## src/design/pssv_pkg.sv

```systemverilog
// Shared types, constants and helper functions for the plucked string voice.
// Used by the core, noise and tick modules and the testbench; depends on nothing else.
`default_nettype none

package pssv_pkg;

  localparam int DELAY_DEPTH = 4096;
  localparam int DELAY_AW    = $clog2(DELAY_DEPTH);
  localparam int MIN_DELAY   = 4;

  localparam int SR_W     = 18;
  localparam int FB_W     = 16;
  localparam int DMP_W    = 17;
  localparam int SAMPLE_W = 16;
  localparam int REMAIN_W = SR_W + 1;
  localparam int NOTE_W   = 7;

  localparam logic [SR_W-1:0]  SR_MIN    = 18'd8000;
  localparam logic [SR_W-1:0]  SR_MAX    = 18'd192000;
  localparam logic [SR_W-1:0]  SR_RESET  = 18'd44100;
  localparam logic [FB_W-1:0]  FB_MIN    = 16'd58982;
  localparam logic [FB_W-1:0]  FB_MAX    = 16'd65529;
  localparam logic [FB_W-1:0]  FB_RESET  = 16'd65405;
  localparam logic [DMP_W-1:0] DMP_MAX   = 17'd65536;
  localparam logic [DMP_W-1:0] DMP_RESET = 17'd32768;

  localparam logic [DELAY_AW-1:0] LEN_RESET = DELAY_AW'(100);

  localparam logic [31:0] SEED_NOTE_MUL = 32'd12345;
  localparam logic [31:0] SEED_VEL_MUL  = 32'd6789;
  localparam logic [17:0] RECIP_127     = 18'd132104;
  localparam logic [12:0] DIV12_MUL     = 13'd43;

  localparam logic signed [SAMPLE_W-1:0] SILENCE_LEVEL = 16'sd3;

  localparam logic KIND_PLUCK = 1'b0;
  localparam logic KIND_TICK  = 1'b1;

  typedef enum logic [1:0] {
    CFG_SAMPLE_RATE = 2'd0,
    CFG_FEEDBACK    = 2'd1,
    CFG_DAMPING     = 2'd2
  } cfg_index_t;

  typedef struct packed {
    logic              kind;
    logic [NOTE_W-1:0] note;
    logic [NOTE_W-1:0] velocity;
  } in_word_t;

  typedef struct packed {
    logic signed [SAMPLE_W-1:0] sample_out;
    logic                       voice_active;
  } out_word_t;

  typedef struct packed {
    logic [SR_W-1:0]  sample_rate;
    logic [FB_W-1:0]  feedback_q16;
    logic [DMP_W-1:0] damping_q16;
  } cfg_t;

  typedef struct packed {
    logic load;
    logic adv;
  } noise_ctrl_t;

  typedef enum logic [3:0] {
    ST_IDLE,
    ST_P_PER,
    ST_P_MUL,
    ST_P_LEN,
    ST_F_GEN,
    ST_F_MUL,
    ST_F_WR,
    ST_T_MUL,
    ST_T_Y,
    ST_T_FB,
    ST_T_WB
  } state_t;

  function automatic logic [31:0] xorshift32(input logic [31:0] x);
    logic [31:0] a;
    logic [31:0] b;
    a = x ^ (x << 13);
    b = a ^ (a >> 17);
    return b ^ (b << 5);
  endfunction

  // Period of each semitone of the lowest octave in units of 2^-32 s.
  function automatic logic [31:0] period_q32(input logic [3:0] semi);
    logic [31:0] p;
    case (semi)
      4'd0:    p = 32'd525326924;
      4'd1:    p = 32'd495842589;
      4'd2:    p = 32'd468013083;
      4'd3:    p = 32'd441745527;
      4'd4:    p = 32'd416952256;
      4'd5:    p = 32'd393550524;
      4'd6:    p = 32'd371462230;
      4'd7:    p = 32'd350613657;
      4'd8:    p = 32'd330935225;
      4'd9:    p = 32'd312361258;
      4'd10:   p = 32'd294829768;
      4'd11:   p = 32'd278282244;
      default: p = '0;
    endcase
    return p;
  endfunction

  function automatic logic signed [SAMPLE_W-1:0] sat16(input logic signed [35:0] v);
    logic signed [SAMPLE_W-1:0] r;
    if (v > 36'sd32767) begin
      r = 16'sh7fff;
    end else if (v < -36'sd32768) begin
      r = -16'sh8000;
    end else begin
      r = signed'(v[SAMPLE_W-1:0]);
    end
    return r;
  endfunction

endpackage

`default_nettype wire

```

## src/design/pssv_tick.sv

```systemverilog
// Tick datapath: damped average of the delay tap and the last output, then
// the feedback gain for the write-back. Depends on pssv_pkg.
`default_nettype none

module pssv_tick (
  input  logic                                 clk,
  input  pssv_pkg::cfg_t                       cfg,
  input  logic signed [pssv_pkg::SAMPLE_W-1:0] cur,
  input  logic signed [pssv_pkg::SAMPLE_W-1:0] prev,
  output logic signed [pssv_pkg::SAMPLE_W-1:0] y,
  output logic signed [pssv_pkg::SAMPLE_W-1:0] fb_word
);
  import pssv_pkg::*;

  logic [DMP_W-1:0]    damp;
  logic [FB_W-1:0]     fb;
  logic signed [16:0]  diff;
  logic signed [34:0]  mix_prod;
  logic signed [35:0]  mix_sum;
  logic signed [32:0]  fb_prod;
  logic signed [35:0]  fb_sum;

  always_comb begin
    damp = (cfg.damping_q16 > DMP_MAX) ? DMP_MAX : cfg.damping_q16;
    if (cfg.feedback_q16 < FB_MIN) begin
      fb = FB_MIN;
    end else if (cfg.feedback_q16 > FB_MAX) begin
      fb = FB_MAX;
    end else begin
      fb = cfg.feedback_q16;
    end
    diff    = 17'(cur) - 17'(prev);
    mix_sum = (36'(prev) <<< 16) + 36'(mix_prod) + 36'sd32768;
    fb_sum  = 36'(fb_prod) + 36'sd32768;
    fb_word = sat16(fb_sum >>> 16);
  end

  // d*cur + (1-d)*prev is formed as prev + d*(cur-prev) with one multiply.
  always_ff @(posedge clk) begin
    mix_prod <= 35'(signed'({1'b0, damp})) * 35'(diff);
    y        <= sat16(mix_sum >>> 16);
    fb_prod  <= 33'(y) * 33'(signed'({1'b0, fb}));
  end

endmodule

`default_nettype wire

```

## config.mk

```make
export PLATFORM = sky130hd
export DESIGN_NAME = pssv_tick
export DESIGN_NICKNAME = d
export VERILOG_FILES = /design/src/design/pssv_pkg.sv /design/src/design/pssv_tick.sv
export SDC_FILE = /design/constraint.sdc
export NUM_CORES = 1
export LEC_CHECK = 0
export BUFFER_PORTS_ARGS = -buffer_cell sky130_fd_sc_hd__clkbuf_2
export CORE_ASPECT_RATIO = 0.7
export CORE_MARGIN = 4
export CORE_UTILIZATION = 30
export CTS_BUF_LIST = sky130_fd_sc_hd__clkbuf_8
export DETAILED_ROUTE_END_ITERATION = 7
export SLEW_MARGIN = 20
export SYNTH_ARGS = -nofsm -noshare
export SYNTH_HDL_FRONTEND = slang
export SYNTH_SLANG_ARGS = --single-unit
```

## constraint.sdc

```tcl
create_clock -name clk -period 9.55 [get_ports clk]
set_clock_uncertainty 0.2 [all_clocks]
set_input_delay 1.91 -clock clk [delete_from_list [all_inputs] [get_ports clk]]
set_output_delay 1.91 -clock clk [all_outputs]
set_load 0.03 [all_outputs]
```

==> results.sh <==
export IMPL_rsz0062_at_grt="true"
export IMPL_setup_viol=0
export IMPL_yosys_warnings=0
export IMPL_worst_path_buf_inv=6
export IMPL_detail_route_antenna_nets=0
export IMPL_yosys_area_top_type_share=0.382
export IMPL_grt_max_degree=27
export IMPL_slew_headroom=0.391
export IMPL_ys_ff_latch=54
export IMPL_final_util=0.356
export IMPL_synth_area_sq_mm=0.0219
export IMPL_synth_edf_count=0
export IMPL_ys_seq_area_frac=0.0493
export IMPL_crit_slowest_cell="fa_2"
export IMPL_grt_ovfl_total=0
export IMPL_critPathCaptureType="flip-flop"
export IMPL_syn_area_per_cell_sq_um=8.48
export IMPL_cts_tree="done"
export IMPL_ys_types=87
export IMPL_vias_per_cell=4.69
export IMPL_min_period_ns=9.42
export IMPL_die_w_um=331
export IMPL_coreArea_sq_mm=0.0720
export IMPL_nNetsFinal=3609
export IMPL_synth_top_flop_cell="dfxtp_1"
export IMPL_timing_hold_violations_final=0
export IMPL_worst_pin_slew_ns=0.913
export IMPL_dp_final_hpwl_um=55000
export IMPL_crit_top_cell="fa_1"
export IMPL_critPathMaxStageDelay_ns=0.58
export IMPL_path_class="in -> reg"
export IMPL_layout_common_cells="inv_1, fa_1, nand2_1"
export IMPL_first_pass_iters=6
export IMPL_vias=17800
export IMPL_drt_iter0_markers=1207
export IMPL_grt_usage=0.168
export IMPL_cts_buffers=5
export IMPL_worstSetupStartpointType="input pin"
export IMPL_wl_um=63700
export IMPL_antenna_found_initial=7
export IMPL_cts_buffer_depth=2
export IMPL_layout_setup_ws_ns=0.129
export IMPL_cap_violations=0
export IMPL_arrival_ns=9.47
export IMPL_die_y_um=234
export IMPL_ys_async_sr_fraction=0
export IMPL_layout_worst_path_cycle_share=0.987
export IMPL_initial_core_util=0.304
export IMPL_synth_top_cell_by_area="fa_1"
export IMPL_die_area_sq_mm=0.0775
export IMPL_cp_required_ns=9.60
export IMPL_clock_sinks=54
export IMPL_netlist_instances=2584
export IMPL_gp_congestion=0.922
export IMPL_routedWlPerCell_um=16.8
export IMPL_worstPathMaxFanout=5
export IMPL_drive_above_1_share=0.164
export IMPL_yosys_top_cells_area="fa_1, ha_1, inv_1"
export IMPL_row_count=82
export IMPL_pre_cts_ws_ns=-0.927
export IMPL_area_delta_synth_final_pct=16.9
export IMPL_grt_pass1_vias=18100
export IMPL_htree_levels=2
export IMPL_grt_pass1_wl_um=101000
export IMPL_holdCritPathClass="reg -> reg"
export IMPL_critPathTopFamily="adder cells"
export IMPL_root_buffer="clkbuf_8"
export IMPL_clk_pin_slew_ns=0.12
export IMPL_fmax_mhz=106
export IMPL_status="completed"
export IMPL_worstSkewPairLatency_ns=0.37
export IMPL_final_area_sq_mm=0.0256
export IMPL_slew_viol_final=0
export IMPL_numPortBuffers=97
export IMPL_cts_hold_buf=0
export IMPL_final_common_cell="inv_1"
export IMPL_dpl_cell_area_sq_mm=0.0248
export IMPL_drc=0
export IMPL_ios=116
path summary, 6_finish.rpt:
path,end,startpoint,slack [ns],depth (start not counted)
worst max register to register,fb_prod[31],y[11],2.35,20
worst max-delay path,mix_prod[34],prev[1],0.13,30
worst min-delay path,y[6],mix_prod[22],0.50,3
worst min register to register,y[6],mix_prod[22],0.50,3
worst min-delay path, cell delays in order, from the launching register on:
cell	delay, ns
dfxtp_1	0.33
ha_1	0.16
xor2_1	0.09
o21ai_2	0.09
timing repair:
action	4_1_cts	5_1_grt
endpoints found under the setup margin	14	15
buffers inserted	10	20
pin swaps	17	72
gates cloned	0	0
resized for setup	28	64
per-stage QoR:
| step | hold slack, ns | setup TNS, ns | cells |
|---|---|---|---|
| after global placement | 0.492 | -9.19 | 3759 |
| after detailed placement | 0.480 | -9.55 | 3759 |
| after CTS | 0.510 | 0 | 3777 |
| after global routing | 0.582 | -0.297 | 3796 |
| final | 0.497 | 0 | 3798 |
| after floorplan | 0.426 | 0 | 2585 |
routing by layer:
metal | part of all wire | wire, um | vias up | global-route usage
met5 | 0.00053 | 34 | - | 0
met3 | 0.091 | 5790 | 51 | 0.0419
met4 | 0.0089 | 565 | 6 | 0.0157
met1 | 0.51 | 32600 | 8689 | 0.266
met2 | 0.39 | 24700 | 600 | 0.233
li1 | - | - | 8479 | -
sequential cells by signal (all words and copies together), names as in the netlist:
register,flops
fb_prod,18
mix_prod,20
y,16
cells in the mapped netlist (all sizes together), types with 7 or more instances:
library cell,number
xnor2,46
a21o,34
nor4,15
mux2i,34
nor2b,18
or3,14
ha,279
xor2,26
o211ai,10
inv,588
fa,418
a21oi,58
and3,14
o21a,11
o21bai,7
nand2,321
nand2b,20
a31oi,9
nor2,180
nor3,59
buf,12
dfxtp,54
nand3,52
clkbuf,92
nand4,14
a211oi,10
and2,53
o21ai,69
final cells by class:
cell class                      count  area (sq um)
Fill cell                        7524         46400
Clock inverter                      3          48.8
Antenna cell                        3          7.51
Multi-Input combinational cell   1835         18600
Clock buffer                        5          68.8
Timing Repair Buffer              340          2380
Tap cell                          966          1210
Inverter                          592          2220
Sequential cell                    54          1080
logic make-up after synthesis:
family                     after synthesis  share of synthesized area
AOI/OAI and AO/OA                      257                     0.0830
muxes                                   35                     0.0160
xor gates and xnor gates                72                     0.0291
buffers and inverters                  696                      0.122
DFF                                     54                     0.0493
and+or+nand+nor                        771                      0.160
adders and majority gates              697                      0.541
other                                    2                   0.000343
Power is not shown: default switching activity piles up to over one toggle a cycle in this logic, so the estimate is an artifact.
