[src/design/pssv_pkg.sv]
// Shared types, constants and helper functions for the plucked string voice.
// Used by the core, noise and tick modules and the testbench; depends on nothing else.
`default_nettype none

package pssv_pkg;

  localparam int DELAY_DEPTH = 4096;
  localparam int DELAY_AW    = $clog2(DELAY_DEPTH);
  localparam int MIN_DELAY   = 4;

  localparam int SR_W     = 18;
  localparam int FB_W     = 16;
  localparam int DMP_W    = 17;
  localparam int SAMPLE_W = 16;
  localparam int REMAIN_W = SR_W + 1;
  localparam int NOTE_W   = 7;

  localparam logic [SR_W-1:0]  SR_MIN    = 18'd8000;
  localparam logic [SR_W-1:0]  SR_MAX    = 18'd192000;
  localparam logic [SR_W-1:0]  SR_RESET  = 18'd44100;
  localparam logic [FB_W-1:0]  FB_MIN    = 16'd58982;
  localparam logic [FB_W-1:0]  FB_MAX    = 16'd65529;
  localparam logic [FB_W-1:0]  FB_RESET  = 16'd65405;
  localparam logic [DMP_W-1:0] DMP_MAX   = 17'd65536;
  localparam logic [DMP_W-1:0] DMP_RESET = 17'd32768;

  localparam logic [DELAY_AW-1:0] LEN_RESET = DELAY_AW'(100);

  localparam logic [31:0] SEED_NOTE_MUL = 32'd12345;
  localparam logic [31:0] SEED_VEL_MUL  = 32'd6789;
  localparam logic [17:0] RECIP_127     = 18'd132104;
  localparam logic [12:0] DIV12_MUL     = 13'd43;

  localparam logic signed [SAMPLE_W-1:0] SILENCE_LEVEL = 16'sd3;

  localparam logic KIND_PLUCK = 1'b0;
  localparam logic KIND_TICK  = 1'b1;

  typedef enum logic [1:0] {
    CFG_SAMPLE_RATE = 2'd0,
    CFG_FEEDBACK    = 2'd1,
    CFG_DAMPING     = 2'd2
  } cfg_index_t;

  typedef struct packed {
    logic              kind;
    logic [NOTE_W-1:0] note;
    logic [NOTE_W-1:0] velocity;
  } in_word_t;

  typedef struct packed {
    logic signed [SAMPLE_W-1:0] sample_out;
    logic                       voice_active;
  } out_word_t;

  typedef struct packed {
    logic [SR_W-1:0]  sample_rate;
    logic [FB_W-1:0]  feedback_q16;
    logic [DMP_W-1:0] damping_q16;
  } cfg_t;

  typedef struct packed {
    logic load;
    logic adv;
  } noise_ctrl_t;

  typedef enum logic [3:0] {
    ST_IDLE,
    ST_P_PER,
    ST_P_MUL,
    ST_P_LEN,
    ST_F_GEN,
    ST_F_MUL,
    ST_F_WR,
    ST_T_MUL,
    ST_T_Y,
    ST_T_FB,
    ST_T_WB
  } state_t;

  function automatic logic [31:0] xorshift32(input logic [31:0] x);
    logic [31:0] a;
    logic [31:0] b;
    a = x ^ (x << 13);
    b = a ^ (a >> 17);
    return b ^ (b << 5);
  endfunction

  // Period of each semitone of the lowest octave in units of 2^-32 s.
  function automatic logic [31:0] period_q32(input logic [3:0] semi);
    logic [31:0] p;
    case (semi)
      4'd0:    p = 32'd525326924;
      4'd1:    p = 32'd495842589;
      4'd2:    p = 32'd468013083;
      4'd3:    p = 32'd441745527;
      4'd4:    p = 32'd416952256;
      4'd5:    p = 32'd393550524;
      4'd6:    p = 32'd371462230;
      4'd7:    p = 32'd350613657;
      4'd8:    p = 32'd330935225;
      4'd9:    p = 32'd312361258;
      4'd10:   p = 32'd294829768;
      4'd11:   p = 32'd278282244;
      default: p = '0;
    endcase
    return p;
  endfunction

  function automatic logic signed [SAMPLE_W-1:0] sat16(input logic signed [35:0] v);
    logic signed [SAMPLE_W-1:0] r;
    if (v > 36'sd32767) begin
      r = 16'sh7fff;
    end else if (v < -36'sd32768) begin
      r = -16'sh8000;
    end else begin
      r = signed'(v[SAMPLE_W-1:0]);
    end
    return r;
  endfunction

endpackage

`default_nettype wire

[src/design/pssv_noise.sv]
// Pluck noise source: xorshift32 generator and velocity scaling by v*vel/127.
// Depends on pssv_pkg.
`default_nettype none

module pssv_noise (
  input  logic                                 clk,
  input  pssv_pkg::noise_ctrl_t                ctrl,
  input  logic [31:0]                          seed,
  input  logic [pssv_pkg::NOTE_W-1:0]          velocity,
  output logic signed [pssv_pkg::SAMPLE_W-1:0] entry
);
  import pssv_pkg::*;

  logic [31:0]          rng;
  logic [31:0]          rng_next;
  logic signed [15:0]   centered;
  logic                 neg_next;
  logic [15:0]          mag_next;
  logic [22:0]          scaled_next;
  logic [22:0]          scaled;
  logic                 neg;
  logic [22:0]          scaled_d;
  logic                 neg_d;
  logic [40:0]          recip_prod;
  logic [16:0]          quot_lo;
  logic [23:0]          quot_x127;
  logic [23:0]          rem;
  logic [16:0]          quot;

  always_comb begin
    rng_next    = xorshift32(rng);
    centered    = signed'(rng_next[15:0] ^ 16'h8000);
    neg_next    = centered[15];
    mag_next    = neg_next ? (16'd0 - 16'(centered)) : 16'(centered);
    scaled_next = 23'(mag_next) * 23'(velocity);
  end

  always_ff @(posedge clk) begin
    if (ctrl.load) begin
      rng <= seed;
    end else if (ctrl.adv) begin
      rng    <= rng_next;
      scaled <= scaled_next;
      neg    <= neg_next;
    end
    recip_prod <= 41'(scaled) * 41'(RECIP_127);
    scaled_d   <= scaled;
    neg_d      <= neg;
  end

  // The reciprocal estimate is low by at most one; one compare fixes it.
  always_comb begin
    quot_lo   = recip_prod[40:24];
    quot_x127 = (24'(quot_lo) << 7) - 24'(quot_lo);
    rem       = 24'(scaled_d) - quot_x127;
    quot      = (rem >= 24'd127) ? quot_lo + 17'd1 : quot_lo;
    entry     = neg_d ? signed'(16'(17'd0 - quot)) : signed'(quot[15:0]);
  end

endmodule

`default_nettype wire

[config.mk]
export PLATFORM = sky130hd
export DESIGN_NAME = pssv_noise
export DESIGN_NICKNAME = d
export VERILOG_FILES = /design/src/design/pssv_pkg.sv /design/src/design/pssv_noise.sv
export SDC_FILE = /design/constraint.sdc
export NUM_CORES = 1
export LEC_CHECK = 0
export ABC_AREA = 1
export BUFFER_PORTS_ARGS = -buffer_cell sky130_fd_sc_hd__clkbuf_2
export CAP_MARGIN = 30
export CORE_MARGIN = 3
export CORE_UTILIZATION = 50
export DETAILED_ROUTE_END_ITERATION = 8
export GPL_TIMING_DRIVEN = 0
export HOLD_SLACK_MARGIN = 0.02
export PLACE_DENSITY = 0.67
export SYNTH_ARGS = -nofsm -noshare
export SYNTH_HDL_FRONTEND = slang
export SYNTH_SLANG_ARGS = --single-unit
[constraint.sdc]
create_clock -name clk -period 8.94 [get_ports clk]
set_input_delay 0.447 -clock clk [delete_from_list [all_inputs] [get_ports clk]]
set_output_delay 0.447 -clock clk [all_outputs]
set_load 0.01 [all_outputs]
==> impl_metrics.tcl <==
set metrics [dict create \
    status "finished clean" \
    highest_layer "met4" \
    dr_wl_met2_um 14400 \
    grt_first_pass_wirelength_um 49900 \
    worst_setup_hold_path_clk_slew_ns 0.07 \
    tritoncts_clock_tree "done" \
    dr_total_vias 10600 \
    detail_route.iter0.violations 607 \
    hpwlAfterDp_um 25500 \
    finish.utilization_pct 55.5 \
    aggregate_routed_wire_length_um 29600 \
    dr.pass1.iters 5 \
    worstSetupPathType "flop to flop" \
    cp-end-kind "flop" \
    cts-buffers-inserted 9 \
    postCtsHoldBufs 0 \
    grt_pass1_vias 10400 \
    netlist_area_mm2 0.0126 \
    ff2ff_path_depth 27 \
    global_route_congestion_overflow_total 0 \
    clock-sinks 97 \
    count_of_filler_cells_inserted_in_the_layout 2379 \
    stdcell_count 2070 \
    yosys_warnings 0 \
    die_h_um 165 \
    floorplan.die.width_um 165 \
    dp.cells 2054 \
    synth_largest_type_area_fraction_pct 17.3 \
    highest_fanout_seen_on_the_critical_path 7 \
    timing.final.crit_share_pct 86.0 \
    rows 57 \
    cp_slowest_stage_delay_ns 0.60 \
    setup.worst_path.start "rng[18]$_DFFE_PP_" \
    dr_wl_met3_um 1470 \
    count_of_final_setup_violators 0 \
    ioPinCount 58 \
    most_frequent_cell_on_the_critical_path "sky130_fd_sc_hd__fa_1" \
    multi_input_comb_area_mm2 0.00878 \
    timing.hold.worst_path_depth 0 \
    clock_tree.buffer_depth 2 \
    effective_utilization_at_floorplan_pct 51.4 \
    final-max-slew-violation-count 0 \
    share_of_layout_cells_above_drive_strength_1_pct 7.10 \
    worst-slew-pin-transition_ns 0.796 \
    post_cts.repair.setup_buffers 0 \
    worst_slew_margin_rel_pct 46.7 \
    hp-start "neg$_DFFE_PP_" \
    reg2reg_setup_slack_ns 1.26 \
    register_area_mm2 0.00250 \
    dieArea_mm2 0.0272 \
    postSynthNetCount 1976 \
    reg2reg_from "rng[18]$_DFFE_PP_" \
    drc_errors 0 \
    clock_insertion_delay_worst_skew_ns 0.35 \
    dp_worst_setup_slack_ns 1.41 \
    tns_ns 0 \
    worst_clock_skew_ns 0.0110 \
    synth_cells 1673 \
    clk_root_buffer_cell "sky130_fd_sc_hd__clkbuf_16" \
    synth.top_cells.by_area "sky130_fd_sc_hd__ha_1 17%, sky130_fd_sc_hd__fa_1 14%, sky130_fd_sc_hd__edfxtp_1 13%" \
    post_layout_min_period_ns 7.69 \
    postRouteAntennaNets 0 \
    critical_path_arrival_ns 7.77 \
    grt_setup_unrepaired "false" \
    postCtsResizedCells 0 \
    global_route.usage.total_pct 23.0 \
    startpoint_type "flop" \
    nNetsFinal 2044 \
    floorplan.core_area_mm2 0.0245 \
    classification_of_the_worst_slack_hold_path "flop to flop" \
    worst_ep_required_time_ns 9.03 \
    initial_antenna_violation_count 0 \
    timing_hold_violations_final 0 \
    portBuffers 56 \
    wire_per_inst_um 14.3 \
    fin_ws_ns 1.26 \
    place_congestion 0.922 \
    maxCapViolations 0 \
    insertedDiodeCount 0 \
    count_of_distinct_cell_types_in_the_synthesized_netlist 43 \
    post_synth.cell_area_avg_um2 7.54 \
    drt-vias-per-instance 5.11 \
    cts-htree-levels 3 \
    wl_met1_um 13100 \
    synth_top_area_cell "sky130_fd_sc_hd__ha_1" \
    area_delta_synth_final_pct 7.94 \
    max_freq_mhz 130 \
    crit_slowest_cell "sky130_fd_sc_hd__xor2_1" \
    ys_ff_latch 97 \
    grt_max_degree 33 \
    synth_sequential_area_ratio_pct 19.8 \
]
==> Yosys cell counts <==
master / count
sky130_fd_sc_hd__a21oi_1: 52
sky130_fd_sc_hd__nand2_1: 366
sky130_fd_sc_hd__nor3_4: 1
sky130_fd_sc_hd__xnor2_1: 59
sky130_fd_sc_hd__xor2_1: 74
sky130_fd_sc_hd__o21ai_2: 1
sky130_fd_sc_hd__nand3_2: 1
sky130_fd_sc_hd__nand3b_1: 7
sky130_fd_sc_hd__nand3_4: 1
sky130_fd_sc_hd__or2_0: 1
sky130_fd_sc_hd__nand3_1: 54
sky130_fd_sc_hd__nor2_1: 171
sky130_fd_sc_hd__o211ai_1: 3
sky130_fd_sc_hd__a21oi_2: 2
sky130_fd_sc_hd__edfxtp_1: 56
sky130_fd_sc_hd__clkbuf_1: 14
sky130_fd_sc_hd__inv_1: 329
sky130_fd_sc_hd__a21o_1: 2
sky130_fd_sc_hd__o21bai_1: 2
sky130_fd_sc_hd__nor2_4: 1
sky130_fd_sc_hd__nand2_2: 16
sky130_fd_sc_hd__buf_2: 4
sky130_fd_sc_hd__dfxtp_1: 41
sky130_fd_sc_hd__or2_2: 11
sky130_fd_sc_hd__o311ai_0: 1
sky130_fd_sc_hd__a31oi_1: 9
sky130_fd_sc_hd__a21boi_0: 5
sky130_fd_sc_hd__nor3b_1: 1
sky130_fd_sc_hd__nand4_1: 27
sky130_fd_sc_hd__nor4_1: 7
sky130_fd_sc_hd__o221ai_1: 1
sky130_fd_sc_hd__o21ai_1: 1
sky130_fd_sc_hd__o21ai_0: 61
sky130_fd_sc_hd__nor3_1: 12
sky130_fd_sc_hd__clkinv_1: 2
sky130_fd_sc_hd__nor3_2: 1
sky130_fd_sc_hd__fa_1: 87
sky130_fd_sc_hd__and2_1: 2
sky130_fd_sc_hd__nor2_2: 7
sky130_fd_sc_hd__inv_2: 3
sky130_fd_sc_hd__buf_6: 1
sky130_fd_sc_hd__a211oi_1: 2
sky130_fd_sc_hd__ha_1: 174
==> path summary, 6_finish.rpt <==
kind | end
min reg2reg | neg_d$_DFF_P_
max | scaled[21]$_DFFE_PP_
min | neg_d$_DFF_P_
max reg2reg | scaled[21]$_DFFE_PP_
==> cell families after synthesis <==
kind of cell	after synthesis	share of synthesized area (%)
and+or+nand+nor	687	23.1
buffers and inverters	353	10.6
DFF	97	19.8
adders and majority gates	261	31.1
xor gates and xnor gates	133	9.23
AOI/OAI and AO/OA	142	6.15
==> stage by stage <==
| step | hold WS [ns] | cell area, um^2 |
|---|---|---|
| finish | 0.337 | 13600 |
| global route | 0.349 | 13600 |
| CTS | 0.344 | 13600 |
| detailed placement | 0.337 | 13300 |
| global placement | 0.324 | 13300 |
| floorplan | 0.323 | 12600 |
==> cells in the final DEF (no fill, tap or decap), types with 12 or more instances in the layout <==
| cell | count |
|---|---|
| sky130_fd_sc_hd__xor2_1 | 74 |
| sky130_fd_sc_hd__fa_1 | 87 |
| sky130_fd_sc_hd__edfxtp_1 | 56 |
| sky130_fd_sc_hd__nor3_1 | 12 |
| sky130_fd_sc_hd__nor2_1 | 170 |
| sky130_fd_sc_hd__o21ai_0 | 61 |
| sky130_fd_sc_hd__nand3_1 | 54 |
| sky130_fd_sc_hd__nand2_2 | 16 |
| sky130_fd_sc_hd__xnor2_1 | 59 |
| sky130_fd_sc_hd__clkbuf_1 | 14 |
| sky130_fd_sc_hd__ha_1 | 174 |
| sky130_fd_sc_hd__a21oi_1 | 52 |
| sky130_fd_sc_hd__nand4_1 | 27 |
| sky130_fd_sc_hd__nand2_1 | 366 |
| sky130_fd_sc_hd__inv_1 | 329 |
| sky130_fd_sc_hd__clkbuf_2 | 56 |
| sky130_fd_sc_hd__dfxtp_1 | 41 |
==> area by class of cell <==
type                            count  share of cell area [%]
Tap cell                          324                    2.98
Sequential cell                    97                    18.4
Buffer                             19                   0.616
Multi-Input combinational cell   1223                    64.5
Clock buffer                       10                    1.76
Inverter                          334                    9.21
Timing Repair Buffer               57                    2.17
Clock inverter                      6                   0.432
==> registers in the layout (all words and copies together) (netlist names) <==
signal / flops
neg: 1
neg_d: 1
recip_prod: 17
rng: 32
scaled: 23
scaled_d: 23
==> layer usage <==
layer,GRT usage [%],up-vias
li1,-,5372
met1,29.3,4898
met2,41.0,266
met3,2.91,44
met4,6.40,0
met5,0,-
==> critical path: cells and delay by family, from the launching register on <==
family	cells	cell delay, ns
xor+xnor	4	1.66
flops	1	0.44
simple gates	7	0.95
buf+inv	2	0.10
compound gates	8	1.54
fa+ha+maj	6	2.73
Power is not shown: default switching activity piles up to over one toggle a cycle in this logic, so the estimate is an artifact.
